File: config.mk
export PLATFORM = sky130hd
export DESIGN_NAME = tlpq_cell
export DESIGN_NICKNAME = d
export VERILOG_FILES = /design/src/hdl/three_level_priority_queue_with_cancel_assert.svh /design/src/hdl/tlpq_pkg.sv /design/src/hdl/tlpq_cell.sv
export SDC_FILE = /design/constraint.sdc
export NUM_CORES = 1
export LEC_CHECK = 0
export ABC_AREA = 1
export BUFFER_PORTS_ARGS = -buffer_cell sky130_fd_sc_hd__buf_2
export CORE_UTILIZATION = 45
export DETAILED_ROUTE_END_ITERATION = 10
export PLACE_DENSITY = 0.85
export SLEW_MARGIN = 10
export SYNTH_ARGS = -nofsm -noshare
export SYNTH_HDL_FRONTEND = slang
export SYNTH_SLANG_ARGS = --single-unit
File: constraint.sdc
create_clock -name clock -period 3.84 [get_ports clock]
set_input_delay 0.384 -clock clock [delete_from_list [all_inputs] [get_ports clock]]
set_output_delay 0.384 -clock clock [all_outputs]
set_load 0.01 [all_outputs]
File: src/hdl/three_level_priority_queue_with_cancel_assert.svh
// ----------------------------------------------------------------------------
// three_level_priority_queue_with_cancel assertion macros
// concurrent assertion wrappers, empty when SYNTHESIS is defined
// ----------------------------------------------------------------------------
`ifndef THREE_LEVEL_PRIORITY_QUEUE_WITH_CANCEL_ASSERT_SVH
`define THREE_LEVEL_PRIORITY_QUEUE_WITH_CANCEL_ASSERT_SVH

`ifndef SYNTHESIS
`define TLPQ_ASSERT_IMP(label, clk, rst, ante, cons) \
   label: assert property (@(posedge clk) disable iff (rst) (ante) |-> (cons)) \
      else $error("three_level_priority_queue_with_cancel: assertion failed");
`define TLPQ_ASSERT_NXT(label, clk, rst, ante, cons) \
   label: assert property (@(posedge clk) disable iff (rst) (ante) |=> (cons)) \
      else $error("three_level_priority_queue_with_cancel: assertion failed");
`else
`define TLPQ_ASSERT_IMP(label, clk, rst, ante, cons)
`define TLPQ_ASSERT_NXT(label, clk, rst, ante, cons)
`endif

`endif

File: src/hdl/tlpq_pkg.sv
// ----------------------------------------------------------------------------
// tlpq_pkg
// shared widths, codes and chain control type of the priority queue
// ----------------------------------------------------------------------------
`timescale 1ns / 1ps

package tlpq_pkg;

   localparam int ID_W         = 16;
   localparam int SEV_W        = 2;
   localparam int AGE_W        = 8;
   localparam int STAT_W       = 3;
   localparam int CMD_W        = 2;
   localparam int CAPACITY_DEF = 64;
   localparam int ID_BITS_DEF  = 16;

   localparam logic [SEV_W-1:0] SEV_SEVERE = 2'd2;

   typedef enum logic [CMD_W-1:0] {
      CMD_ADD    = 2'd0,
      CMD_INFO   = 2'd1,
      CMD_PEEK   = 2'd2,
      CMD_REMOVE = 2'd3
   } cmd_type;

   typedef enum logic [STAT_W-1:0] {
      ST_OK       = 3'd0,
      ST_DUP      = 3'd1,
      ST_NOTFOUND = 3'd2,
      ST_EMPTY    = 3'd3,
      ST_FULL     = 3'd4
   } status_type;

   typedef struct packed {
      logic step;
      logic drop;
      logic load;
   } chain_ctl_type;

endpackage

File: src/hdl/tlpq_cell.sv
// ----------------------------------------------------------------------------
// tlpq_cell
// one cell: loads or holds an entry, takes the next or head entry on a step
// ----------------------------------------------------------------------------
`timescale 1ns / 1ps

module tlpq_cell #(
   parameter int KEY_W = tlpq_pkg::ID_W
) (
   input  logic                          clock,
   input  logic                          reset,
   input  tlpq_pkg::chain_ctl_type       ctl,
   input  logic                          tail_sel,
   input  logic                          load_sel,
   input  logic                          nxt_valid,
   input  logic [KEY_W-1:0]              nxt_id,
   input  logic [tlpq_pkg::SEV_W-1:0]    nxt_sev,
   input  logic [tlpq_pkg::AGE_W-1:0]    nxt_age,
   input  logic [KEY_W-1:0]              head_id,
   input  logic [tlpq_pkg::SEV_W-1:0]    head_sev,
   input  logic [tlpq_pkg::AGE_W-1:0]    head_age,
   input  logic [KEY_W-1:0]              new_id,
   input  logic [tlpq_pkg::SEV_W-1:0]    new_sev,
   input  logic [tlpq_pkg::AGE_W-1:0]    new_age,
   output logic                          cell_valid,
   output logic [KEY_W-1:0]              cell_id,
   output logic [tlpq_pkg::SEV_W-1:0]    cell_sev,
   output logic [tlpq_pkg::AGE_W-1:0]    cell_age
);

   logic                       valid_ff, valid_in;
   logic [KEY_W-1:0]           id_ff, id_in;
   logic [tlpq_pkg::SEV_W-1:0] sev_ff, sev_in;
   logic [tlpq_pkg::AGE_W-1:0] age_ff, age_in;

   always_comb begin
      valid_in = valid_ff;
      id_in    = id_ff;
      sev_in   = sev_ff;
      age_in   = age_ff;
      if (ctl.load && load_sel) begin
         valid_in = 1'b1;
         id_in    = new_id;
         sev_in   = new_sev;
         age_in   = new_age;
      end else if (ctl.step) begin
         if (tail_sel && !ctl.drop) begin
            valid_in = 1'b1;
            id_in    = head_id;
            sev_in   = head_sev;
            age_in   = head_age;
         end else begin
            valid_in = nxt_valid;
            id_in    = nxt_id;
            sev_in   = nxt_sev;
            age_in   = nxt_age;
         end
      end
   end

   always_ff @(posedge clock) begin
      if (reset) begin
         valid_ff <= 1'b0;
      end else begin
         valid_ff <= valid_in;
      end
   end

   always_ff @(posedge clock) begin
      id_ff  <= id_in;
      sev_ff <= sev_in;
      age_ff <= age_in;
   end

   assign cell_valid = valid_ff;
   assign cell_id    = id_ff;
   assign cell_sev   = sev_ff;
   assign cell_age   = age_ff;

endmodule

Word-level counts from Yosys, hierarchy flattened
Cells that the tools add are included.
W data, S select, Z words.
{"block": "op_classes", "n_reduce_logical": 4, "n_mux": 12}
{"op": "$mux W16", "n": 3}
{"op": "$mux W8", "n": 3}
{"op": "$mux W2", "n": 3}
{"op": "$mux W1", "n": 3}
{"op": "$logic_and A1 B1 Y1", "n": 2}
{"op": "$reduce_bool A2 Y1", "n": 1}
{"op": "$logic_not A1 Y1", "n": 1}
{"block": "totals", "in_bits": 86, "out_inout_bits": 27, "register_bits": 27, "wordCells": 20}

Depth between registers and ports, before layout
Gate-level depths: netlist of the first run.
{"block": "depth", "word_depth": 5, "ltp_mapped": 6}

Least setup slack after synthesis of the first run
No wires, ideal clock.
{"block": "synth_timing", "kind": "input to register", "startpoint": "input port ctl[0] (netlist name)", "endpoint": "register age_ff, in the netlist cell_age[0], enable pin", "slack_ns": 2.132, "stages": 4, "arrival_time_ns": 1.325, "setup_ns": 0.383, "cell_sequence": "nand2_2 buf_4 buf_4 nand2_1"}
{"block": "synth_via", "elab_chain_cells": 2}
{"element": "start, declared", "line_no": "tlpq_cell.sv:12", "source": "input tlpq_pkg::chain_ctl_type ctl,"}
{"element": "$logic_and A1 B1 Y1", "line_no": "tlpq_cell.sv:41", "source": "if (ctl.load && load_sel) begin"}
{"element": "$reduce_bool A2 Y1 (no line)"}
{"element": "end signal, assigned", "line_no": "tlpq_cell.sv:72", "source": "age_ff <= age_in;"}
{"element": "end, declared", "line_no": "tlpq_cell.sv:34", "source": "logic [tlpq_pkg::AGE_W-1:0] age_ff, age_in;"}
Every way passes these cells.
A chain may end at the register's enable or synchronous reset.

Worst setup path in the final report of the first run
Same ends and word-level chain as after synthesis.

==> results.sh, run 1 <==
export IMPL_critPathMaxStageDelay_ns=0.69
export IMPL_peakVddDrop_mv=0.135
export IMPL_die_w_um=63.6
export IMPL_synth_area_mm2=0.00171
export IMPL_synth_distinct_cells=13
export IMPL_grt_pass1_wl_um=6690
export IMPL_hold_class="input pin to flop"
export IMPL_crit_family="simple AND/OR/NAND/NOR gates"
export IMPL_cp_max_fo=30
export IMPL_clockRootBuffer="clkbuf_8"
export IMPL_slowest_stage="nand2_1"
export IMPL_rsz0062_at_grt="no"
export IMPL_combPwrFrac_pct=25.5
export IMPL_p_per_area_mw_per_mm2=312
export IMPL_grt_max_degree=31
export IMPL_clock_power_share_pct=21.8
export IMPL_dieArea_mm2=0.00405
export IMPL_crit_arrival_ns=1.53
export IMPL_port_buffer_count=112
export IMPL_required_ns=3.62
export IMPL_max_slew_margin_pct=29.9
export IMPL_p_leak_uw=0.00140
export IMPL_synth_top_area_share_pct=45.7
export IMPL_coreArea_mm2=0.00366
export IMPL_design_area_mm2=0.00229
export IMPL_cts_setup_buffers=0
export IMPL_hold_buffers=0
export IMPL_hpwl_um=2890
export IMPL_clockBufferDepth=2
export IMPL_finalCritPeriodShare_pct=45.7
export IMPL_cts_buffers=3
export IMPL_die_h_um=63.6
export IMPL_drtPass1Iterations=7
export IMPL_rows=22
export IMPL_highest_layer="met4"
export IMPL_yosysMostFrequentCell="nand2_1"
export IMPL_ys_ff_latch=27
export IMPL_status="finished clean"
export IMPL_synth_flop_cell="edfxtp_1"
export IMPL_drt_met1_wl_um=1730
export IMPL_routed_wl_um=4020
export IMPL_synth_commonest_cells="nand2_1, inv_1, nand3_1"
export IMPL_pre_cts_ws_ns=1.77
export IMPL_asyncSetResetFlopFracSynth_pct=0
export IMPL_setup_viol=0
export IMPL_cts_resized=0
export IMPL_wl_per_cell_um=10.3
export IMPL_crit_cells=4
export IMPL_ios=113
export IMPL_ys_seq_area_share_pct=46.9
export IMPL_hold_ws_ns=0.342
export IMPL_htreeDepth=1
export IMPL_insertion_delay_ns=0.26
export IMPL_critPathKind="input pin to flop"
export IMPL_crit_chain="buf_2 > nand2_2 > buf_4 > nand2_1"
export IMPL_r2r_cells=4
export IMPL_finClkSkew_ns=0
export IMPL_hold_path_cell_count=4
export IMPL_synth_cells=236
export IMPL_antenna_found_initial=0
export IMPL_p_int_uw=521
export IMPL_yosys_warnings=0
export IMPL_yosys_top_cells_area="edfxtp_1, nand2_1, nand3_1"
export IMPL_maxCapViolations=0
export IMPL_diodes=0
export IMPL_utilization_pct=62.6
export IMPL_wl_met3_um=230
export IMPL_synth_edf_count=26
export IMPL_timing_fmax_ghz=0.569
export IMPL_path_buf_inv=2
export IMPL_layout_nets=428
export IMPL_p_sw_uw=196
export IMPL_slew_viol_final=0
export IMPL_drc=0
export IMPL_hold_violations=0
export IMPL_path_clk_slew_ns=0.09
export IMPL_initial_core_util_pct=46.7
export IMPL_endpoint_kind="flop"
export IMPL_place_area_mm2=0.00225
export IMPL_seq_power_share_pct=52.6
export IMPL_grt_pass1_vias=1601
export IMPL_cts_tree="yes"
export IMPL_synth_nets=322
export IMPL_worst_pin_slew_ns=1.05
export IMPL_place_congestion=0.809
export IMPL_fin_setup_tns_ns=0
export IMPL_setup_slack_ns=2.08
export IMPL_via_count=1787
export IMPL_met2WireLength_um=2020
export IMPL_drtIter0Drc=148
export IMPL_fin_crit_ns=1.76
export IMPL_cp_start_kind="input pin"
export IMPL_clock_sinks=27
export IMPL_layout_drive_gt1_share_pct=35.5
export IMPL_synth_top_cell_by_area="edfxtp_1"
export IMPL_grt_util_all_layers_pct=20.7
export IMPL_sw_frac_of_total_pct=27.3
export IMPL_drt_vias_per_instance=4.59
export IMPL_avgSynthCellArea_um2=7.24
export IMPL_drt_antenna_violating_nets=0
export IMPL_area_growth_syn_to_layout_pct=34.3
export IMPL_overflow=0
cell usage in the layout (no fill, tap or decap), drive strengths merged:
| cell | Yosys | routed |
|---|---|---|
| edfxtp | 26 | 26 |
| inv | 58 | 58 |
| nor2 | 3 | 3 |
| clkbuf | 0 | 3 |
| nand3 | 53 | 53 |
| clkinv | 0 | 1 |
| dfxtp | 1 | 1 |
| buf | 12 | 113 |
| nand2 | 83 | 83 |
cell families after synthesis:
logic type | after synthesis | synth area share, %
buf+inv | 70 | 18.1
simple gates | 139 | 35.0
flops | 27 | 46.9
metal layers:
| metal | vias up | global-route usage (%) |
|---|---|---|
| met5 | - | 0 |
| met4 | 0 | 5.68 |
| met3 | 4 | 2.17 |
| met2 | 66 | 38.3 |
| met1 | 790 | 25.0 |
| li1 | 927 | - |
cell type report:
class	instances	area, um2
Clock inverter	1	5.00
Clock buffer	3	41.3
Tap cell	48	60.1
Fill cell	344	1370
Inverter	58	220
Timing Repair Buffer	113	568
Sequential cell	27	801
Multi-Input combinational cell	139	598
power groups by stage:
| stage | sequential [uW] | clock (uW) | combinational [uW] |
|---|---|---|---|
| 2_1_floorplan | 405 | 0 | 78.0 |
| 3_3_place_gp | 383 | 0 | 180 |
| 3_5_place_dp | 384 | 0 | 184 |
| 4_1_cts | 378 | 162 | 184 |
| 5_1_grt | 381 | 168 | 205 |
| 6_report | 377 | 156 | 183 |
sequential cells by signal, summed over array words and instances, names as in the netlist:
| register | flops |
|---|---|
| cell_id | 16 |
| cell_age | 8 |
| cell_sev | 2 |
| cell_valid | 1 |
metrics by stage:
stage,instances,total power [uW]
after detailed placement,385,568
final,389,717
after floorplan,236,483
after global placement,385,563
after global routing,389,754
after CTS,389,724
path summary, 6_finish.rpt:
kind / startpoint / to / slack (ns)
worst min-delay path: reset / cell_valid / 0.34
worst max register to register: cell_valid / cell_valid / 3.21
worst max-delay path: ctl[0] / cell_age[0] / 2.08
worst min register to register: cell_valid / cell_valid / 0.55
worst reg2reg max path, cell delays in order (launching register included):
cell,delay (ns)
dfxtp_1,0.32
inv_1,0.05
nand3_1,0.06
nand2_1,0.07
nor2_1,0.04
Note: power is estimated with default switching activity, not from simulation.
==> inputs of run 2 (changes only) <==
CORE_UTILIZATION = 38   (was 45)
PLACE_DENSITY = 0.77   (was 0.85)
clock period = 1.55 ns   (was 3.84 ns; I/O delays follow)
==> results.sh, run 2 (same netlist as run 1, synthesis figures left out) <==
export IMPL_status="finished clean"
export IMPL_crit_family="flip-flops"
export IMPL_clockBufferDepth=2
export IMPL_insertion_delay_ns=0.26
export IMPL_hpwl_um=3240
export IMPL_final_cells=397
export IMPL_diodes=0
export IMPL_drt_vias_per_instance=4.63
export IMPL_drtPass1Iterations=7
export IMPL_drtIter0Drc=73
export IMPL_layout_drive_gt1_share_pct=36.2
export IMPL_highest_layer="met4"
export IMPL_critPathKind="flop to output port"
export IMPL_port_buffer_count=112
export IMPL_dp_cells=393
export IMPL_finalCritPeriodShare_pct=63.4
export IMPL_htreeDepth=1
export IMPL_crit_chain="buf_2"
export IMPL_layout_nets=432
export IMPL_slowest_stage="edfxtp_1"
export IMPL_slew_viol_final=0
export IMPL_max_slew_margin_pct=68.1
export IMPL_path_clk_slew_ns=0.10
export IMPL_path_buf_inv=1
export IMPL_via_count=1839
export IMPL_crit_arrival_ns=0.83
export IMPL_wl_met3_um=238
export IMPL_critPathMaxStageDelay_ns=0.40
export IMPL_overflow=0
export IMPL_met2WireLength_um=2250
export IMPL_grt_util_all_layers_pct=18.6
export IMPL_regArea_um2=801
export IMPL_die_h_um=69.0
export IMPL_p_leak_uw=0.00142
export IMPL_finClkSkew_ns=0
export IMPL_drt_met1_wl_um=1860
export IMPL_die_w_um=69.0
export IMPL_hold_violations=0
export IMPL_cts_buffers=3
export IMPL_area_growth_syn_to_layout_pct=36.3
export IMPL_setup_viol=0
export IMPL_hold_class="input pin to flop"
export IMPL_coreArea_mm2=0.00432
export IMPL_initial_core_util_pct=39.5
export IMPL_drc=0
export IMPL_largest_register_ffs=16
export IMPL_place_congestion=0.769
export IMPL_fin_crit_ns=0.982
export IMPL_timing_fmax_ghz=1.02
export IMPL_antenna_found_initial=0
export IMPL_num_fill_cells=414
export IMPL_clock_sinks=27
export IMPL_grt_pass1_vias=1744
export IMPL_drt_antenna_violating_nets=0
export IMPL_ios=113
export IMPL_maxCapViolations=0
export IMPL_worst_pin_slew_ns=0.478
export IMPL_p_per_area_mw_per_mm2=773
export IMPL_clockRootBuffer="clkbuf_8"
export IMPL_hold_buffers=0
export IMPL_rows=24
export IMPL_cp_start_kind="flop"
export IMPL_peakVddDrop_mv=0.342
export IMPL_wl_per_cell_um=11.0
export IMPL_endpoint_kind="output port"
export IMPL_rsz0062_at_grt="no"
export IMPL_required_ns=1.39
export IMPL_final_cell_mix="buf_2, nand2_1, inv_1"
export IMPL_cts_resized=0
export IMPL_grt_pass1_wl_um=7380
export IMPL_dieArea_mm2=0.00477
export IMPL_grt_max_degree=28
export IMPL_cts_tree="yes"
export IMPL_cts_setup_buffers=0
export IMPL_fin_setup_tns_ns=0
export IMPL_routed_wl_um=4360
export IMPL_multi_input_area_um2=598
export IMPL_final_common_cell="buf_2"
export IMPL_cp_max_fo=1
-- run 2: changes by cell type in the layout (fill, tap and decap cells not counted), sizes merged --
cell / previous run / this run
buf: 113 / 117
-- run 2: metal layers --
layer	GRT usage, %	up-vias
met5	0	-
met4	4.76	0
met3	2.19	2
met2	34.8	79
met1	22.4	822
li1	-	936
-- run 2: report_power, final --
part	switching, uW	leakage [uW]	internal (uW)
logic	259	0.00113	207
clock network	220	0.0000255	180
registers	23.0	0.000268	910
total	503	0.00142	1300
-- run 2: final cells by class --
cell class,count,share of cell area [%]
clock buffer,3,1.77
clock inverter,1,0.215
inverter,58,9.46
multi-input combinational,139,25.7
sequential,27,34.4
tap,52,2.79
timing repair buffer,117,25.7
-- run 2: final timing paths --
kind,to,startpoint,cells past startpoint,slack [ns]
worst min register to register,cell_valid,cell_valid,4,0.55
worst max register to register,cell_valid,cell_valid,4,0.93
worst min-delay path,cell_valid,reset,4,0.12
worst max-delay path,cell_id[4],cell_id[4],1,0.57
-- run 2: metrics by stage --
step / cell area [um2] / worst slack [ns] / utilization, % / power, uW / hold slack [ns]
after floorplan: 1710 / 0.0707 / - / 1200 / 0.304
after global placement: 2280 / 0.394 / 52.8 / 1410 / 0.395
after detailed placement: 2280 / 0.362 / 52.8 / 1420 / 0.403
after CTS: 2330 / 0.550 / 53.8 / 1820 / 0.108
after global routing: 2330 / 0.523 / 53.8 / 1910 / 0.106
final: 2330 / 0.568 / 53.8 / 1800 / 0.119
==> inputs of run 3 (changes only) <==
clock period = 0.9 ns   (was 1.55 ns; I/O delays follow)
==> results.sh, run 3 (same netlist as run 1, synthesis figures left out) <==
export IMPL_ios=113
export IMPL_area_growth_syn_to_layout_pct=44.0
export IMPL_p_leak_uw=0.00148
export IMPL_overflow=0
export IMPL_wl_per_cell_um=10.7
export IMPL_path_buf_inv=1
export IMPL_drtIter0Drc=97
export IMPL_antenna_found_initial=0
export IMPL_layout_drive_gt1_share_pct=37.8
export IMPL_seq_power_share_pct=50.7
export IMPL_setup_viol=1
export IMPL_routed_wl_um=4310
export IMPL_cts_tree="yes"
export IMPL_status="finished, violations left"
export IMPL_clockRootBuffer="clkbuf_8"
export IMPL_grt_pass1_wl_um=7030
export IMPL_path_clk_slew_ns=0.09
export IMPL_peakVddDrop_mv=0.568
export IMPL_cp_max_fo=1
export IMPL_crit_chain="buf_2"
export IMPL_dieArea_mm2=0.00477
export IMPL_die_h_um=69.0
export IMPL_hold_ws_ns=0.0493
export IMPL_coreArea_mm2=0.00432
export IMPL_initial_core_util_pct=39.5
export IMPL_drc=0
export IMPL_grt_util_all_layers_pct=18.0
export IMPL_p_sw_uw=875
export IMPL_rows=24
export IMPL_grt_max_degree=27
export IMPL_finClkSkew_ns=0
export IMPL_fin_crit_ns=0.900
export IMPL_cp_start_kind="flop"
export IMPL_crit_start="cell_id[12]"
export IMPL_cts_buffers=3
export IMPL_critPathKind="flop to output port"
export IMPL_slew_viol_final=0
export IMPL_clock_sinks=27
export IMPL_hold_violations=0
export IMPL_setup_slack_ns=-0.000126
export IMPL_hold_class="input pin to flop"
export IMPL_via_count=1803
export IMPL_drt_antenna_violating_nets=0
export IMPL_finalCritPeriodShare_pct=100
export IMPL_place_congestion=0.838
export IMPL_largest_register_ffs=16
export IMPL_clock_power_share_pct=21.9
export IMPL_hold_buffers=0
export IMPL_failed_checks="setup timing"
export IMPL_drtPass1Iterations=5
export IMPL_cts_resized=0
export IMPL_drt_vias_per_instance=4.46
export IMPL_cts_setup_buffers=0
export IMPL_required_ns=0.81
export IMPL_hpwl_um=3290
export IMPL_final_cell_mix="buf_2, nand2_1, inv_1"
export IMPL_die_w_um=69.0
export IMPL_p_per_area_mw_per_mm2=1280
export IMPL_sw_frac_of_total_pct=27.7
export IMPL_slowest_stage="edfxtp_1"
export IMPL_place_area_mm2=0.00241
export IMPL_maxCapViolations=0
export IMPL_diodes=0
export IMPL_worst_pin_slew_ns=0.447
export IMPL_max_slew_margin_pct=70.2
export IMPL_crit_arrival_ns=0.81
export IMPL_clockBufferDepth=2
export IMPL_critPathMaxStageDelay_ns=0.39
export IMPL_combPwrFrac_pct=27.4
export IMPL_utilization_pct=56.9
export IMPL_insertion_delay_ns=0.27
export IMPL_min_from="reset"
export IMPL_design_area_mm2=0.00246
export IMPL_p_int_uw=2290
export IMPL_final_common_cell="buf_2"
export IMPL_timing_fmax_ghz=1.11
export IMPL_crit_family="flip-flops"
export IMPL_r2r_start="cell_valid"
export IMPL_layout_nets=439
export IMPL_grt_pass1_vias=1689
export IMPL_port_buffer_count=112
export IMPL_num_fill_cells=405
export IMPL_htreeDepth=1
export IMPL_rsz0062_at_grt="yes"
export IMPL_endpoint_kind="output port"
==> run 3: cell types whose count changed in the layout (fill, tap and decap cells not counted) <==
cell     delta
buf_12      +5
nand2_1     -1
nand2_8     +1
buf_4       +2
==> run 3: worst min-delay path, cell delays in order <==
cell and delay (ns):
buf_2 0.07, inv_1 0.03, nand2_1 0.05, nor2_1 0.04
==> run 3: worst paths after layout <==
path                               endpoint  slack, ns  depth (start not counted)
worst max-delay path            cell_id[12]    -0.0001                          1
worst min-delay path             cell_valid       0.05                          4
worst max register to register   cell_valid       0.27                          4
worst min register to register   cell_valid       0.55                          4
==> run 3: routing by layer <==
metal / vias to the layer above / share of wire (%) / GRT usage (%)
met5: - / 0 / 0
met1: 760 / 40 / 20.8
met4: 0 / 2.8 / 9.07
li1: 951 / - / -
met2: 80 / 51 / 31.6
met3: 12 / 7.1 / 3.51
==> run 3: power groups by stage <==
stage	Sequential [uW]	Combinational [uW]	Clock, uW
floorplan	1730	344	0
global placement	1630	862	0
detailed placement	1630	874	0
CTS	1600	876	715
global route	1620	967	766
finish	1600	867	691
==> run 3: area by class of cell <==
cell class / instances / area, um2 / area share, %
Clock buffer: 3 / 41.3 / 1.68
Timing Repair Buffer: 124 / 713 / 29.0
Multi-Input combinational cell: 139 / 614 / 25.0
Clock inverter: 1 / 5.00 / 0.203
Tap cell: 52 / 65.1 / 2.64
Inverter: 58 / 220 / 8.95
Sequential cell: 27 / 801 / 32.6
==> run 3: metrics by stage <==
stage                     instances  setup TNS (ns)  setup WS (ns)  total power, uW
after floorplan                 236               0         0.0130             2070
after global placement          400          -0.504        -0.0175             2490
after detailed placement        400           -1.23        -0.0480             2510
after CTS                       404         -0.0159       -0.00747             3190
after global routing            404          -0.407        -0.0422             3350
final                           404       -0.000126      -0.000126             3160
