==> config.mk <==
export PLATFORM = sky130hd
export DESIGN_NAME = tlpq_ctrl
export DESIGN_NICKNAME = d
export VERILOG_FILES = /design/src/hdl/tlpq_pkg.sv /design/src/hdl/tlpq_ctrl.sv
export VERILOG_INCLUDE_DIRS = /design/src /design/src/hdl
export SDC_FILE = /design/constraint.sdc
export NUM_CORES = 1
export LEC_CHECK = 0
export ABC_CLOCK_PERIOD_IN_PS = 3700
export BUFFER_PORTS_ARGS = -buffer_cell sky130_fd_sc_hd__clkbuf_2
export CORE_MARGIN = 3
export CORE_UTILIZATION = 51
export CTS_CLUSTER_DIAMETER = 150
export CTS_CLUSTER_SIZE = 28
export DETAILED_ROUTE_END_ITERATION = 8
export GPL_TIMING_DRIVEN = 0
export PLACE_DENSITY = 0.79
export SLEW_MARGIN = 20
export SYNTH_ARGS = -nofsm -noshare
export SYNTH_HDL_FRONTEND = slang
export SYNTH_SLANG_ARGS = --single-unit
export TNS_END_PERCENT = 100
==> constraint.sdc <==
create_clock -name clock -period 3.7 [get_ports clock]
set_input_delay 0.74 -clock clock [delete_from_list [all_inputs] [get_ports clock]]
set_output_delay 0.74 -clock clock [all_outputs]
set_load 0.01 [all_outputs]
==> src/hdl/three_level_priority_queue_with_cancel_assert.svh <==
// ----------------------------------------------------------------------------
// three_level_priority_queue_with_cancel assertion macros
// concurrent assertion wrappers, empty when SYNTHESIS is defined
// ----------------------------------------------------------------------------
`ifndef THREE_LEVEL_PRIORITY_QUEUE_WITH_CANCEL_ASSERT_SVH
`define THREE_LEVEL_PRIORITY_QUEUE_WITH_CANCEL_ASSERT_SVH

`ifndef SYNTHESIS
`define TLPQ_ASSERT_IMP(label, clk, rst, ante, cons) \
   label: assert property (@(posedge clk) disable iff (rst) (ante) |-> (cons)) \
      else $error("three_level_priority_queue_with_cancel: assertion failed");
`define TLPQ_ASSERT_NXT(label, clk, rst, ante, cons) \
   label: assert property (@(posedge clk) disable iff (rst) (ante) |=> (cons)) \
      else $error("three_level_priority_queue_with_cancel: assertion failed");
`else
`define TLPQ_ASSERT_IMP(label, clk, rst, ante, cons)
`define TLPQ_ASSERT_NXT(label, clk, rst, ante, cons)
`endif

`endif

==> src/hdl/tlpq_pkg.sv <==
// ----------------------------------------------------------------------------
// tlpq_pkg
// shared widths, codes and chain control type of the priority queue
// ----------------------------------------------------------------------------
`timescale 1ns / 1ps

package tlpq_pkg;

   localparam int ID_W         = 16;
   localparam int SEV_W        = 2;
   localparam int AGE_W        = 8;
   localparam int STAT_W       = 3;
   localparam int CMD_W        = 2;
   localparam int CAPACITY_DEF = 64;
   localparam int ID_BITS_DEF  = 16;

   localparam logic [SEV_W-1:0] SEV_SEVERE = 2'd2;

   typedef enum logic [CMD_W-1:0] {
      CMD_ADD    = 2'd0,
      CMD_INFO   = 2'd1,
      CMD_PEEK   = 2'd2,
      CMD_REMOVE = 2'd3
   } cmd_type;

   typedef enum logic [STAT_W-1:0] {
      ST_OK       = 3'd0,
      ST_DUP      = 3'd1,
      ST_NOTFOUND = 3'd2,
      ST_EMPTY    = 3'd3,
      ST_FULL     = 3'd4
   } status_type;

   typedef struct packed {
      logic step;
      logic drop;
      logic load;
   } chain_ctl_type;

endpackage

==> src/hdl/tlpq_ctrl.sv <==
// ----------------------------------------------------------------------------
// tlpq_ctrl
// command sequencer: walks the chain head, tracks matches and the best
// peek candidate, and drives the registered response transaction
// ----------------------------------------------------------------------------
`timescale 1ns / 1ps

`include "three_level_priority_queue_with_cancel_assert.svh"

module tlpq_ctrl #(
   parameter  int CAPACITY = tlpq_pkg::CAPACITY_DEF,
   parameter  int KEY_W    = tlpq_pkg::ID_W,
   localparam int CW       = $clog2(CAPACITY + 1)
) (
   input  logic                          clock,
   input  logic                          reset,
   input  logic                          req_valid,
   output logic                          req_stall,
   input  logic [tlpq_pkg::CMD_W-1:0]    req_command,
   input  logic [tlpq_pkg::ID_W-1:0]     req_entry_id,
   input  logic [tlpq_pkg::SEV_W-1:0]    req_severity,
   input  logic [tlpq_pkg::AGE_W-1:0]    req_age,
   input  logic                          head_valid,
   input  logic [KEY_W-1:0]              head_id,
   input  logic [tlpq_pkg::SEV_W-1:0]    head_sev,
   input  logic [tlpq_pkg::AGE_W-1:0]    head_age,
   output tlpq_pkg::chain_ctl_type       ctl,
   output logic [CW-1:0]                 count,
   output logic [KEY_W-1:0]              new_id,
   output logic [tlpq_pkg::SEV_W-1:0]    new_sev,
   output logic [tlpq_pkg::AGE_W-1:0]    new_age,
   output logic                          rsp_valid,
   input  logic                          rsp_stall,
   output logic [tlpq_pkg::STAT_W-1:0]   rsp_status,
   output logic [tlpq_pkg::ID_W-1:0]     rsp_id_out,
   output logic [tlpq_pkg::SEV_W-1:0]    rsp_severity_out,
   output logic [tlpq_pkg::AGE_W-1:0]    rsp_age_out,
   output logic                          rsp_nonempty
);

   localparam int IdW = tlpq_pkg::ID_W;

   typedef enum logic [1:0] {
      S_IDLE,
      S_WALK,
      S_DONE
   } state_type;

   state_type                   state_ff, state_in;
   tlpq_pkg::cmd_type           cmd_ff, cmd_in;
   logic [KEY_W-1:0]            key_ff, key_in;
   logic [tlpq_pkg::SEV_W-1:0]  sev_ff, sev_in;
   logic [tlpq_pkg::AGE_W-1:0]  age_ff, age_in;
   logic [CW-1:0]               steps_ff, steps_in;
   logic [CW-1:0]               count_ff, count_in;
   logic                        found_ff, found_in;
   logic [tlpq_pkg::AGE_W-1:0]  hit_age_ff, hit_age_in;
   logic                        best_valid_ff, best_valid_in;
   logic [KEY_W-1:0]            best_id_ff, best_id_in;
   logic [tlpq_pkg::SEV_W-1:0]  best_sev_ff, best_sev_in;
   logic                        rsp_valid_ff, rsp_valid_in;
   tlpq_pkg::status_type        rsp_status_ff, rsp_status_in;
   logic [IdW-1:0]              rsp_id_ff, rsp_id_in;
   logic [tlpq_pkg::SEV_W-1:0]  rsp_sev_ff, rsp_sev_in;
   logic [tlpq_pkg::AGE_W-1:0]  rsp_age_ff, rsp_age_in;
   logic                        rsp_nonempty_ff, rsp_nonempty_in;

   logic head_hit;
   logic out_free;

   assign head_hit = head_valid && (head_id == key_ff);
   assign out_free = !rsp_valid_ff || !rsp_stall;

   always_comb begin
      ctl.step = (state_ff == S_WALK);
      ctl.drop = (state_ff == S_WALK) && (cmd_ff == tlpq_pkg::CMD_REMOVE) && head_hit;
      ctl.load = (state_ff == S_DONE) && out_free && (cmd_ff == tlpq_pkg::CMD_ADD)
                 && !found_ff && (count_ff != CW'(CAPACITY));
   end

   always_comb begin
      state_in        = state_ff;
      cmd_in          = cmd_ff;
      key_in          = key_ff;
      sev_in          = sev_ff;
      age_in          = age_ff;
      steps_in        = steps_ff;
      count_in        = count_ff;
      found_in        = found_ff;
      hit_age_in      = hit_age_ff;
      best_valid_in   = best_valid_ff;
      best_id_in      = best_id_ff;
      best_sev_in     = best_sev_ff;
      rsp_valid_in    = rsp_valid_ff && rsp_stall;
      rsp_status_in   = rsp_status_ff;
      rsp_id_in       = rsp_id_ff;
      rsp_sev_in      = rsp_sev_ff;
      rsp_age_in      = rsp_age_ff;
      rsp_nonempty_in = rsp_nonempty_ff;
      case (state_ff)
         S_IDLE: begin
            if (req_valid) begin
               cmd_in        = tlpq_pkg::cmd_type'(req_command);
               key_in        = req_entry_id[KEY_W-1:0];
               sev_in        = (req_severity > tlpq_pkg::SEV_SEVERE) ?
                               tlpq_pkg::SEV_SEVERE : req_severity;
               age_in        = req_age;
               found_in      = 1'b0;
               best_valid_in = 1'b0;
               steps_in      = count_ff;
               state_in      = (count_ff == '0) ? S_DONE : S_WALK;
            end
         end
         S_WALK: begin
            if (head_hit) begin
               found_in   = 1'b1;
               hit_age_in = head_age;
            end
            if ((cmd_ff == tlpq_pkg::CMD_PEEK) && (!best_valid_ff || (head_sev > best_sev_ff)))
            begin
               best_valid_in = 1'b1;
               best_id_in    = head_id;
               best_sev_in   = head_sev;
            end
            if (ctl.drop) begin
               count_in = count_ff - CW'(1);
            end
            steps_in = steps_ff - CW'(1);
            if (steps_ff == CW'(1)) begin
               state_in = S_DONE;
            end
         end
         S_DONE: begin
            if (out_free) begin
               state_in        = S_IDLE;
               rsp_valid_in    = 1'b1;
               rsp_status_in   = tlpq_pkg::ST_OK;
               rsp_id_in       = IdW'(key_ff);
               rsp_sev_in      = '0;
               rsp_age_in      = '0;
               rsp_nonempty_in = (count_ff != '0);
               case (cmd_ff)
                  tlpq_pkg::CMD_ADD: begin
                     if (found_ff) begin
                        rsp_status_in = tlpq_pkg::ST_DUP;
                     end else if (count_ff == CW'(CAPACITY)) begin
                        rsp_status_in = tlpq_pkg::ST_FULL;
                     end else begin
                        count_in        = count_ff + CW'(1);
                        rsp_nonempty_in = 1'b1;
                     end
                  end
                  tlpq_pkg::CMD_INFO: begin
                     if (found_ff) begin
                        rsp_age_in = hit_age_ff;
                     end else begin
                        rsp_status_in = tlpq_pkg::ST_NOTFOUND;
                     end
                  end
                  tlpq_pkg::CMD_PEEK: begin
                     if (best_valid_ff) begin
                        rsp_id_in  = IdW'(best_id_ff);
                        rsp_sev_in = best_sev_ff;
                     end else begin
                        rsp_status_in = tlpq_pkg::ST_EMPTY;
                        rsp_id_in     = '0;
                     end
                  end
                  tlpq_pkg::CMD_REMOVE: begin
                     if (!found_ff) begin
                        rsp_status_in = tlpq_pkg::ST_NOTFOUND;
                     end
                  end
                  default: begin
                     rsp_status_in = tlpq_pkg::ST_OK;
                  end
               endcase
            end
         end
         default: begin
            state_in = S_IDLE;
         end
      endcase
   end

   always_ff @(posedge clock) begin
      if (reset) begin
         state_ff     <= S_IDLE;
         count_ff     <= '0;
         rsp_valid_ff <= 1'b0;
      end else begin
         state_ff     <= state_in;
         count_ff     <= count_in;
         rsp_valid_ff <= rsp_valid_in;
      end
      cmd_ff          <= cmd_in;
      key_ff          <= key_in;
      sev_ff          <= sev_in;
      age_ff          <= age_in;
      steps_ff        <= steps_in;
      found_ff        <= found_in;
      hit_age_ff      <= hit_age_in;
      best_valid_ff   <= best_valid_in;
      best_id_ff      <= best_id_in;
      best_sev_ff     <= best_sev_in;
      rsp_status_ff   <= rsp_status_in;
      rsp_id_ff       <= rsp_id_in;
      rsp_sev_ff      <= rsp_sev_in;
      rsp_age_ff      <= rsp_age_in;
      rsp_nonempty_ff <= rsp_nonempty_in;
   end

   assign req_stall        = (state_ff != S_IDLE);
   assign count            = count_ff;
   assign new_id           = key_ff;
   assign new_sev          = sev_ff;
   assign new_age          = age_ff;
   assign rsp_valid        = rsp_valid_ff;
   assign rsp_status       = rsp_status_ff;
   assign rsp_id_out       = rsp_id_ff;
   assign rsp_severity_out = rsp_sev_ff;
   assign rsp_age_out      = rsp_age_ff;
   assign rsp_nonempty     = rsp_nonempty_ff;

   // ids are unique in the store, so a removal hits at most once per walk
   `TLPQ_ASSERT_IMP(a_single_drop, clock, reset, ctl.drop, !found_ff)
   `TLPQ_ASSERT_IMP(a_count_range, clock, reset, 1'b1, count_ff <= CW'(CAPACITY))
   `TLPQ_ASSERT_NXT(a_load_ok, clock, reset, ctl.load, rsp_valid_ff && rsp_status_ff == tlpq_pkg::ST_OK)

endmodule

# Word-level counts from Yosys, hierarchy flattened
# Index checks and enable logic that the tools add are counted.
# word_totals
regBits,103
# classes
add_sub_neg,3
n_lt_le_gt_ge,2
eq_ne,18
n_mux,30
reduce_logical,34
# ops
operator,n
$mux W7,6
$mux W16,2
$pmux W7 S2,2
$eq A16 B16 Y1,1
$reduce_and A2 Y1,7
$sub A7 B1 Y7 const B,2
$mux W2,6
$ne A2 B2 Y1 const B,5
$logic_and A1 B1 Y1,9
$pmux W3 S3,1
$reduce_and A3 Y1,3
$mux W1,8
$ne A2 B1 Y1 const B,4
$add A7 B1 Y7 const B,1
$eq A7 B1 Y1 const B,1
$eq A7 B7 Y1 const B,1
$logic_not A7 Y1,1
$ne A7 B7 Y1 const B,1
$reduce_bool A7 Y1,1
$eq A2 B2 Y1 const B,3
$mux W3,2
$pmux W2 S3,1
$reduce_and A6 Y1,1
$reduce_bool A2 Y1,3
other kinds (8),15

# Depth between registers and ports, before layout
# Gate-level depths: netlist (run 1).
# depth
word_depth,6
mapped_depth,8
mapped_depth_nobuf,8

# Worst setup path before layout (run 1)
# OpenSTA, ideal clock, no wires.
# synth_path
path_kind,input to register
from,input head_sev[1] (netlist name)
to,"register best_valid_ff, enable pin"
arrival_time_ns,2.970
slack_ns,0.434
cell_stages,5
path_cell_list,ha_1 > nor2b_1 > o21ai_0 > a211oi_1 > or2_2
# synth_between
elab_chain_len,5
# synth_lines
item,line_no,source
from (decl),tlpq_ctrl.sv:25,"input logic [tlpq_pkg::SEV_W-1:0] head_sev,"
$gt A2 B2 Y1,tlpq_ctrl.sv:119,if ((cmd_ff == tlpq_pkg::CMD_PEEK) && (!best_valid_ff || (head_sev > best_sev_ff)))
$logic_or A1 B1 Y1,tlpq_ctrl.sv:119,
$logic_and A1 B1 Y1,tlpq_ctrl.sv:119,
$ne A2 B1 Y1 (no line),--,
$reduce_and A3 Y1 (no line),--,
to (signal assigned),tlpq_ctrl.sv:203,best_valid_ff <= best_valid_in;
to (decl),tlpq_ctrl.sv:58,"logic best_valid_ff, best_valid_in;"
# No other way between the ends.
# A chain may end at the register's enable or synchronous reset.

==> results.ini, run 1 <==
[placement]
hpwl_microns = 6740
count_of_input_and_output_buffers = 125
dp_cells = 547
routabilityCongestion = 0.754

[worst_setup_path]
cp_data_arrival_time_ns = 1.95
timing.critical_path.to_type = output pin
timing.setup.critical_path_class = register to output pin
worst-r2r-setup-slack_ns = 1.39
cp_slowest_stage_delay_ns = 0.49
start_kind = register
worst_path_slowest_cell = dfxtp_1
path_cells = nand2b_4 > inv_1 > nand3_1 > nor2_1 > nand3b_1 > nor2b_1 > clkbuf_2
worst-path-max-fanout = 7
worst-endpoint-required_ns = 2.96

[layout]
post_layout_nonfiller_instances = 563
syn_to_final_growth_pct = 24.0
layout-drive-gt1-share = 0.345
finalNetCount = 525
fillCellCount = 627
register_area_sq_um = 2990
area_occupied_by_multi_input_gates_sq_um = 1240
antenna_cells = 0

[synthesis]
synth_fp_nets = 386
summed_instance_area_of_the_synthesized_netlist_sq_um = 4300
ys.flop_type = edfxtp_1
synth_enable_flop_cells = 93
ys_warn_count = 0
syn_inst = 317
post_synth_num_cell_types = 42
postSynth.asyncResetShare = 0
synth.ff_latch_count = 103
synth.avg_cell_area_sq_um = 13.6
synth.yosys.seq_area_share = 0.696

[floorplan]
start_util = 0.539
fp.dieArea_sq_um = 9560
io_pins = 127
die_width_microns = 97.8
dieHeight_microns = 97.8
fp-row-count = 32
core_area_sq_um = 7970

[routing]
detail_route.first_pass.iterations = 4
finalWirelength_microns = 8740
route.detailed.vias_per_inst = 5.01
drcViolationCount = 0
drt_iter0_drc = 94
vias = 2822
routedWlPerCell_microns = 15.5
antenna_left = 0

[clock_tree]
post_cts.repair.setup_buffers = 0
cts.sink_count = 103
cts-buffers-inserted = 9
worst_skew_pair_later_pin_latency_ns = 0.36
cts_max_level = 3
clk_path_buf_depth = 2
hold_buffers_post_cts = 0
cts_root_buffer = clkbuf_8
postCtsResizedCells = 0
clock_tree_from_tritoncts = yes
post_cts_clock_slew_at_the_launch_and_capture_registers_of_the_worst_setup_and_hold_paths_ns = 0.10

[pwr]
cellPowerDensity_nw_per_um2 = 471
vdd_drop_max_mv = 0.289
power.static_leakage_uw = 0.00217
totalPowerFinal_uw = 2510

[global_route]
globalRouteTotalUtil = 0.192
grt_antenna_before_repair = 0
grt_pass1_wl_microns = 14400
first_global_vias = 2963
global_route.overflow_total = 0
grt_start_max_net_pins = 20

[job]
timing.max_cap.violations = 0

[sta]
rsz0062_at_grt = false
min_period_over_period = 0.727
tightest_slew_ns = 0.724
slew_viol_final = 0
period_minus_slack_ns = 2.69
fin_worst_skew_ns = 0.0112
report.final.hold_viol_count = 0
max_slew_headroom_at_the_worst_pin = 0.517
fmaxAchievable_ghz = 0.372
setup_viol = 0

[run_status]
status = completed

[worst_hold_path]
min-delay-path-class = register to register

-- path summary, 6_finish.rpt --
path,to,depth (start not counted),startpoint
worst max-delay path,ctl[1],7,state_ff[0]$_SDFFE_PP0P_
worst min register to register,rsp_age_out[4]$_SDFFCE_PN0P_,1,hit_age_ff[4]$_DFFE_PP_
worst max register to register,count[6]$_SDFFE_PP0P_,8,state_ff[0]$_SDFFE_PP0P_
worst min-delay path,rsp_age_out[4]$_SDFFCE_PN0P_,1,hit_age_ff[4]$_DFFE_PP_
-- layout make-up --
type                    count  share of cell area
plain buffers              10             0.00986
clock buffers               9              0.0232
clock inverters             7              0.0117
inverters                  10             0.00704
multi-input cells         194               0.233
flip-flops and latches    103               0.561
well taps                 102              0.0239
repair buffers            128               0.130
-- per-layer routing --
metal / global-route usage / vias up / wire length (microns)
met5: 0 / - / 0
met4: 0.0639 / 0 / 115
met3: 0.0614 / 9 / 664
met2: 0.321 / 97 / 4320
met1: 0.238 / 1302 / 3640
li1: - / 1414 / -
-- critical path, delay by kind of cell (launching register included) --
family | cells | cell delay, ns
buffers and inverters | 2 | 0.30
and+or+nand+nor | 5 | 0.79
DFF | 1 | 0.49
-- flip-flops by register name, indices dropped and copies added, names as in the netlist --
name,flops
steps_ff,7
count,7
new_id,16
rsp_valid,1
new_sev,2
state_ff,2
cmd_ff,2
new_age,8
best_sev_ff,2
rsp_age_out,8
found_ff,1
rsp_nonempty,1
hit_age_ff,8
rsp_severity_out,2
rsp_id_out,16
best_valid_ff,1
rsp_status,3
best_id_ff,16
-- report_power, final --
group          switching [uW]  leakage [uW]  internal [uW]  total [uW]
Clock                     406     0.0000931            260         666
Combinational             232       0.00112            177         409
Sequential               54.5      0.000957           1380        1430
Total                     692       0.00217           1820        2510
-- cell usage in the layout, fill, tap and decap left out, drive strengths merged, types with 3 or more instances in the layout --
cell,n
a211oi,3
a21oi,9
and2,9
and3,3
buf,6
clkbuf,141
dfxtp,10
edfxtp,93
ha,9
inv,15
mux2i,5
nand2,48
nand2b,4
nand3,19
nand4,3
nor2,16
nor2b,5
nor3,4
o21ai,11
or3,3
xnor2,23
xor2,4
-- synth_stat cells (2+ instances only) --
library cell / n / area [sq um]
a211oi_1: 2 / 15.0
a21oi_1: 8 / 40.0
and2_1: 8 / 50.1
and3_1: 2 / 12.5
buf_4: 2 / 15.0
clkbuf_1: 7 / 26.3
dfxtp_1: 10 / 200
edfxtp_1: 93 / 2790
ha_1: 9 / 113
inv_1: 10 / 37.5
mux2i_1: 5 / 50.1
nand2_1: 48 / 180
nand2b_1: 2 / 12.5
nand2b_4: 2 / 27.5
nand3_1: 19 / 95.1
nand3b_1: 2 / 15.0
nand4_1: 3 / 18.8
nor2_1: 16 / 60.1
nor2b_1: 5 / 31.3
nor3_1: 4 / 20.0
o21ai_0: 11 / 55.1
or2_2: 2 / 12.5
or3_1: 3 / 18.8
xnor2_1: 23 / 201
xor2_1: 4 / 35.0
-- through the flow --
stage	util	setup WS (ns)	cell area (sq um)	hold WS (ns)	setup TNS [ns]
after CTS	0.669	0.981	5330	0.528	0
after detailed placement	0.646	1.04	5140	0.504	0
after global placement	0.634	-0.449	5050	0.506	-5.07
final	0.669	1.01	5330	0.526	0
after global routing	0.669	0.845	5330	0.517	0
after floorplan	-	0.434	4300	0.497	0
-- kinds of logic after synthesis --
family	after synthesis	synth area share
AND/OR/NAND/NOR	121	0.140
flip-flops	103	0.696
AO/OA/AOI/OAI	31	0.0454
XOR/XNOR	27	0.0550
buffers and inverters	20	0.0210
adder cells (fa/ha/maj)	10	0.0309
multiplexers	5	0.0116
No activity file was read; power rests on OpenSTA's default activity.
==> run 2, diff against run 1 <==
Settings changed: ABC_CLOCK_PERIOD_IN_PS 3700 to 2300, CORE_UTILIZATION 51 to 46, PLACE_DENSITY 0.79 to 0.75.
Clock period 3.7 ns to 2.3 ns, I/O delays scaled along.
==> run 2 against run 1 <==
Compared with the run above: clock skew decreased by 0.0016 ns; hold slack got worse by 0.26 ns; combinational power increased by 69%; power grew 62%; clock-buffer cell count unchanged; sequential power is 62% higher; largest power group unchanged.
==> results.ini, run 2 (same netlist as run 1, synthesis figures left out) <==
[pwr]
seqPwrFrac = 0.566  ; was 0.572
totalPowerFinal_uw = 4080  ; was 2510 uW
cellPowerDensity_nw_per_um2 = 749  ; was 471 nW/um^2
combPwrFrac = 0.170  ; was 0.163
internal_power_uw = 2940  ; was 1820 uW
power.static_leakage_uw = 0.00223  ; was 0.00217 uW
netSwitchingPower_uw = 1140  ; was 692 uW
clock_power_share = 0.264  ; was 0.266
vdd_drop_max_mv = 0.460  ; was 0.289 mV
sw_share = 0.279  ; was 0.276

[routing]
vias = 2899  ; was 2822
detail_route.first_pass.iterations = 4  ; unchanged
highest-signal-layer = met4  ; unchanged
drt-met1-wl_microns = 3830  ; was 3640 microns
detailroute.wirelength.met2_microns = 4550  ; was 4320 microns
route.detailed.vias_per_inst = 4.99  ; was 5.01
drt_iter0_drc = 112  ; was 94
finalWirelength_microns = 9220  ; was 8740 microns
wl_met3_microns = 654  ; was 664 microns
routedWlPerCell_microns = 15.9  ; was 15.5 microns
drcViolationCount = 0  ; unchanged
antenna_left = 0  ; unchanged

[worst_setup_path]
path_cells = xnor2_1 > nand4_1 > nor2_4 > nand3b_1 > nor2b_1 > buf_2  ; was nand2b_4 > inv_1 > nand3_1 > nor2_1 > nand3b_1 > nor2b_1 > clkbuf_2
timing.setup.critical_path_class = register to output pin  ; unchanged
worst-path-max-fanout = 3  ; was 7
cp_data_arrival_time_ns = 1.78  ; was 1.95 ns
start_kind = register  ; unchanged
r2r-start = state_ff[0]$_SDFFE_PP0P_  ; unchanged
timing.critical_path.max_delay_family = simple AND/OR/NAND/NOR gates  ; unchanged
worst_path_slowest_cell = edfxtp_1  ; was dfxtp_1
worst-endpoint-required_ns = 1.84  ; was 2.96 ns
path_buf_inv = 1  ; was 2
cp_slowest_stage_delay_ns = 0.44  ; was 0.49 ns
timing.critical_path.to_type = output pin  ; unchanged
cp-startpoint = new_id[3]$_DFFE_PP_  ; was state_ff[0]$_SDFFE_PP0P_

[floorplan]
start_util = 0.483  ; was 0.539
fp.dieArea_sq_um = 10500  ; was 9560 sq um
fp-row-count = 34  ; was 32
io_pins = 127  ; unchanged
dieHeight_microns = 103  ; was 97.8 microns
die_width_microns = 103  ; was 97.8 microns
core_area_sq_um = 8890  ; was 7970 sq um

[sta]
report.final.hold_viol_count = 0  ; unchanged
max_slew_headroom_at_the_worst_pin = 0.376  ; was 0.517
fmaxAchievable_ghz = 0.446
slew_viol_final = 0  ; unchanged
fin_ws_ns = 0.0568  ; was 1.01 ns
period_minus_slack_ns = 2.24
fin_worst_skew_ns = 0.00954  ; was 0.0112 ns
min_period_over_period = 0.975
rsz0062_at_grt = true  ; was false
setup_viol = 0  ; unchanged
tightest_slew_ns = 0.936  ; was 0.724 ns

[global_route]
global_route.overflow_total = 0  ; unchanged
grt_pass1_wl_microns = 14500  ; was 14400 microns
grt_antenna_before_repair = 0  ; unchanged
grt_start_max_net_pins = 23  ; was 20
first_global_vias = 2929  ; was 2963
globalRouteTotalUtil = 0.183  ; was 0.192

[layout]
commonest_cells_after_routing_fill_and_taps_aside = clkbuf_2 (124), edfxtp_1 (93), nand2_1 (48)  ; was clkbuf_2 (125), edfxtp_1 (93), nand2_1 (48)
finalNetCount = 537  ; was 525
layout-drive-gt1-share = 0.376  ; was 0.345
syn_to_final_growth_pct = 26.7  ; was 24.0%
antenna_cells = 0  ; unchanged
most_common_library_cell_in_the_layout_ignoring_fill_and_taps = clkbuf_2  ; unchanged
fillCellCount = 715  ; was 627

[job]
timing.max_cap.violations = 0  ; unchanged

[worst_hold_path]
holdCritStartpoint = req_entry_id[15]  ; was hit_age_ff[4]$_DFFE_PP_
min-delay-path-class = input pin to register  ; was register to register

[placement]
count_of_input_and_output_buffers = 125  ; unchanged
hpwl_microns = 6700  ; was 6740 microns
pre_cts_slack_ns = -0.109  ; was 1.04 ns
routabilityCongestion = 0.796  ; was 0.754

[clock_tree]
cts_max_level = 3  ; unchanged
clk_path_buf_depth = 2  ; unchanged
cts.sink_count = 103  ; unchanged
worst_skew_pair_later_pin_latency_ns = 0.36  ; about the same
clock_tree_from_tritoncts = yes  ; unchanged
cts-buffers-inserted = 9  ; unchanged
post_cts_clock_slew_at_the_launch_and_capture_registers_of_the_worst_setup_and_hold_paths_ns = 0.10  ; about the same
cts_root_buffer = clkbuf_8  ; unchanged
hold_buffers_post_cts = 0  ; unchanged

[run_status]
status = completed  ; unchanged

## run 2: cell count changes in the layout (fill, tap and decap cells not counted), moves of 2 or more
cell,delta
buf_4,+12
dfxtp_1,-2
dfxtp_2,+2
inv_6,-2
xnor2_1,-2
xnor2_2,+2
## run 2: routing by layer
metal	up-vias	global-route usage
li1	1438	-
met1	1335	0.222
met2	109	0.306
met3	17	0.0562
met4	0	0.0676
met5	-	0.0192
## run 2: area by class of cell
cell class | instances | area, sq um | area share
tap | 108 | 135 | 0.0248
buffer | 10 | 52.6 | 0.00965
timing repair buffer | 139 | 754 | 0.139
clock inverter | 7 | 66.3 | 0.0122
sequential | 103 | 3000 | 0.550
multi-input combinational | 195 | 1280 | 0.235
inverter | 10 | 37.5 | 0.00689
clock buffer | 9 | 124 | 0.0227
## run 2: timing repair
action                                  CTS  global route
cloned                                    1             0
resized for setup                         6             4
buffers inserted                          3             9
endpoints found under the setup margin    9             2
pin swaps                                 2             9
## run 2: worst paths after layout
path / slack, ns / cells after the start / to
hold / removal: 0.27 / 1 / new_id[15]$_DFFE_PP_
hold reg to reg: 0.51 / 1 / state_ff[0]$_SDFFE_PP0P_
setup / recovery: 0.06 / 6 / ctl[1]
setup reg to reg: 0.14 / 8 / count[6]$_SDFFE_PP0P_
## run 2: metrics by stage
stage	TNS, ns	std cells	hold WS (ns)	utilization	instance area (sq um)
2_1_floorplan	-0.0525	317	0.497	-	4310
3_3_place_gp	-8.32	550	0.507	0.571	5070
3_5_place_dp	-0.703	552	0.506	0.576	5120
4_1_cts	0	572	0.245	0.603	5360
5_1_grt	-0.0502	581	0.233	0.613	5450
6_report	0	581	0.267	0.613	5450
## run 2: power by group through the flow
stage          clock, uW  combinational [uW]  sequential, uW
6_report            1080                 692            2310
5_1_grt             1170                 768            2330
4_1_cts             1110                 670            2310
3_5_place_dp           0                 650            2350
3_3_place_gp           0                 609            2350
2_1_floorplan          0                 331            2390
==> run 3, diff against run 2 <==
Settings changed: CORE_UTILIZATION 46 to 48, CTS_BUF_LIST from default to sky130_fd_sc_hd__clkbuf_8, PLACE_DENSITY 0.75 to 0.78.
==> run 3 against run 2 <==
Compared with the run above: non-clock buffer count unchanged; final area up 0.11%; sequential share of layout area down 0.063 points; global-route usage up 0.82 points; sequential cell count unchanged; utilization up 3.2 points; clock power up 11%; clock-buffer cell count unchanged; die area down 3.9%; clock skew up 0.0055 ns.
==> results.ini, run 3 (same netlist as run 1, synthesis figures left out) <==
[routing]
detail_route.first_pass.iterations = 4  ; unchanged
drcViolationCount = 0  ; unchanged
antenna_left = 0  ; unchanged
route.detailed.vias_per_inst = 5.06  ; was 4.99
drt_iter0_drc = 115  ; was 112
finalWirelength_microns = 9270  ; was 9220 microns
routedWlPerCell_microns = 16.1  ; was 15.9 microns
vias = 2922  ; was 2899

[worst_setup_path]
timing.critical_path.max_delay_family = simple AND/OR/NAND/NOR gates  ; unchanged
timing.setup.critical_path_class = register to output pin  ; unchanged
worst-path-max-fanout = 3  ; unchanged
path_cells = xnor2_1 > nand4_1 > nor2_4 > nand3b_1 > nor2b_1 > buf_2  ; unchanged
cp_data_arrival_time_ns = 1.80  ; was 1.78 ns
start_kind = register  ; unchanged
timing.critical_path.to_type = output pin  ; unchanged
worst_path_slowest_cell = edfxtp_1  ; unchanged
cp_slowest_stage_delay_ns = 0.42  ; was 0.44 ns
path_buf_inv = 1  ; unchanged
worst-endpoint-required_ns = 1.84  ; about the same

[layout]
syn_to_final_growth_pct = 26.9  ; was 26.7%
antenna_cells = 0  ; unchanged
finalNetCount = 537  ; unchanged
layout-drive-gt1-share = 0.371  ; was 0.376
fillCellCount = 662  ; was 715
commonest_cells_after_routing_fill_and_taps_aside = clkbuf_2 (124), edfxtp_1 (93), nand2_1 (48)  ; unchanged
most_common_library_cell_in_the_layout_ignoring_fill_and_taps = clkbuf_2  ; unchanged
area_occupied_by_multi_input_gates_sq_um = 1270  ; was 1280 sq um
register_area_sq_um = 3000  ; unchanged
post_layout_nonfiller_instances = 577  ; was 581

[floorplan]
fp.dieArea_sq_um = 10100  ; was 10500 sq um
io_pins = 127  ; unchanged
core_area_sq_um = 8460  ; was 8890 sq um
fp-row-count = 33  ; was 34
start_util = 0.508  ; was 0.483
die_width_microns = 101  ; was 103 microns
dieHeight_microns = 101  ; was 103 microns

[clock_tree]
clk_path_buf_depth = 2  ; unchanged
cts_root_buffer = clkbuf_8  ; unchanged
post_cts_clock_slew_at_the_launch_and_capture_registers_of_the_worst_setup_and_hold_paths_ns = 0.10  ; about the same
hold_buffers_post_cts = 0  ; unchanged
worst_skew_pair_later_pin_latency_ns = 0.36  ; about the same
cts.sink_count = 103  ; unchanged
cts_max_level = 3  ; unchanged
clock_tree_from_tritoncts = yes  ; unchanged
cts-buffers-inserted = 9  ; unchanged

[sta]
timing.hold.ws_ns = 0.271  ; was 0.267 ns
rsz0062_at_grt = true  ; unchanged
fmaxAchievable_ghz = 0.442  ; was 0.446 GHz
total_negative_setup_slacks_ns = 0  ; unchanged
period_minus_slack_ns = 2.26  ; was 2.24 ns
report.final.hold_viol_count = 0  ; unchanged
slew_viol_final = 0  ; unchanged
fin_worst_skew_ns = 0.0150  ; was 0.00954 ns
fin_ws_ns = 0.0364  ; was 0.0568 ns
max_slew_headroom_at_the_worst_pin = 0.308  ; was 0.376
setup_viol = 0  ; unchanged
min_period_over_period = 0.984  ; was 0.975
tightest_slew_ns = 1.04  ; was 0.936 ns

[placement]
count_of_input_and_output_buffers = 125  ; unchanged
hpwl_microns = 6680  ; was 6700 microns
pre_cts_slack_ns = -0.135  ; was -0.109 ns
routabilityCongestion = 0.732  ; was 0.796
dp_cells = 549  ; was 552

[pwr]
vdd_drop_max_mv = 0.413  ; was 0.460 mV
power.static_leakage_uw = 0.00224  ; was 0.00223 uW
cellPowerDensity_nw_per_um2 = 770  ; was 749 nW/um^2

[run_status]
status = completed  ; unchanged

[worst_hold_path]
min-delay-path-class = input pin to register  ; unchanged

[global_route]
grt_pass1_wl_microns = 14600  ; was 14500 microns
grt_antenna_before_repair = 0  ; unchanged
global_route.overflow_total = 0  ; unchanged
grt_start_max_net_pins = 19  ; was 23
first_global_vias = 2934  ; was 2929
globalRouteTotalUtil = 0.191  ; was 0.183

[job]
timing.max_cap.violations = 0  ; unchanged

[run 3: path summary, 6_finish.rpt]
kind                                                from                      endpoint  slack (ns)  cells after the start
worst max-delay path                new_id[12]$_DFFE_PP_                        ctl[1]        0.04                      6
worst min register to register   hit_age_ff[5]$_DFFE_PP_  rsp_age_out[5]$_SDFFCE_PN0P_        0.53                      1
worst max register to register  state_ff[0]$_SDFFE_PP0P_         count[6]$_SDFFE_PP0P_        0.16                      8
worst min-delay path                    req_entry_id[15]          new_id[15]$_DFFE_PP_        0.27                      1
[run 3: repair_timing]
action                                  4_1_cts  5_1_grt
pin swaps                                     3        4
buffers inserted                              4        8
endpoints found under the setup margin        9        2
gates cloned                                  1        0
gates resized for setup                       5        3
[run 3: layout make-up]
| cell class | instances | area share |
|---|---|---|
| sequential | 103 | 0.549 |
| multi-input combinational | 195 | 0.233 |
| timing repair buffer | 139 | 0.139 |
| tap | 105 | 0.0241 |
| clock buffer | 9 | 0.0227 |
| clock inverter | 6 | 0.0156 |
| buffer | 10 | 0.00964 |
| inverter | 10 | 0.00688 |
[run 3: worst register-to-register path, cell delays in order, from the launching register on]
cell and delay, ns:
dfxtp_2 0.37, nand2b_4 0.21, fa_2 0.39, a211oi_1 0.27, o21bai_1 0.11, a21oi_1 0.18, xor2_1 0.09, or3_1 0.34
a21oi_1 0.14
[run 3: metrics by stage]
stage          total power (uW)  cell area, sq um   util
4_1_cts                    4220              5380  0.636
6_report                   4200              5450  0.644
3_3_place_gp               2950              5070  0.599
2_1_floorplan              2720              4310      -
3_5_place_dp               3000              5120  0.605
5_1_grt                    4400              5450  0.644
[run 3: report_power, final]
group | internal, uW | switching [uW] | leakage (uW)
Combinational | 297 | 386 | 0.00117
Sequential | 2220 | 90.1 | 0.000958
Clock | 606 | 597 | 0.000107
[run 3: metal layers]
layer,global-route usage,share of wire,vias up
li1,-,-,1437
met1,0.240,0.42,1374
met2,0.326,0.51,103
met3,0.0491,0.062,8
met4,0.0570,0.012,0
met5,0,0,-
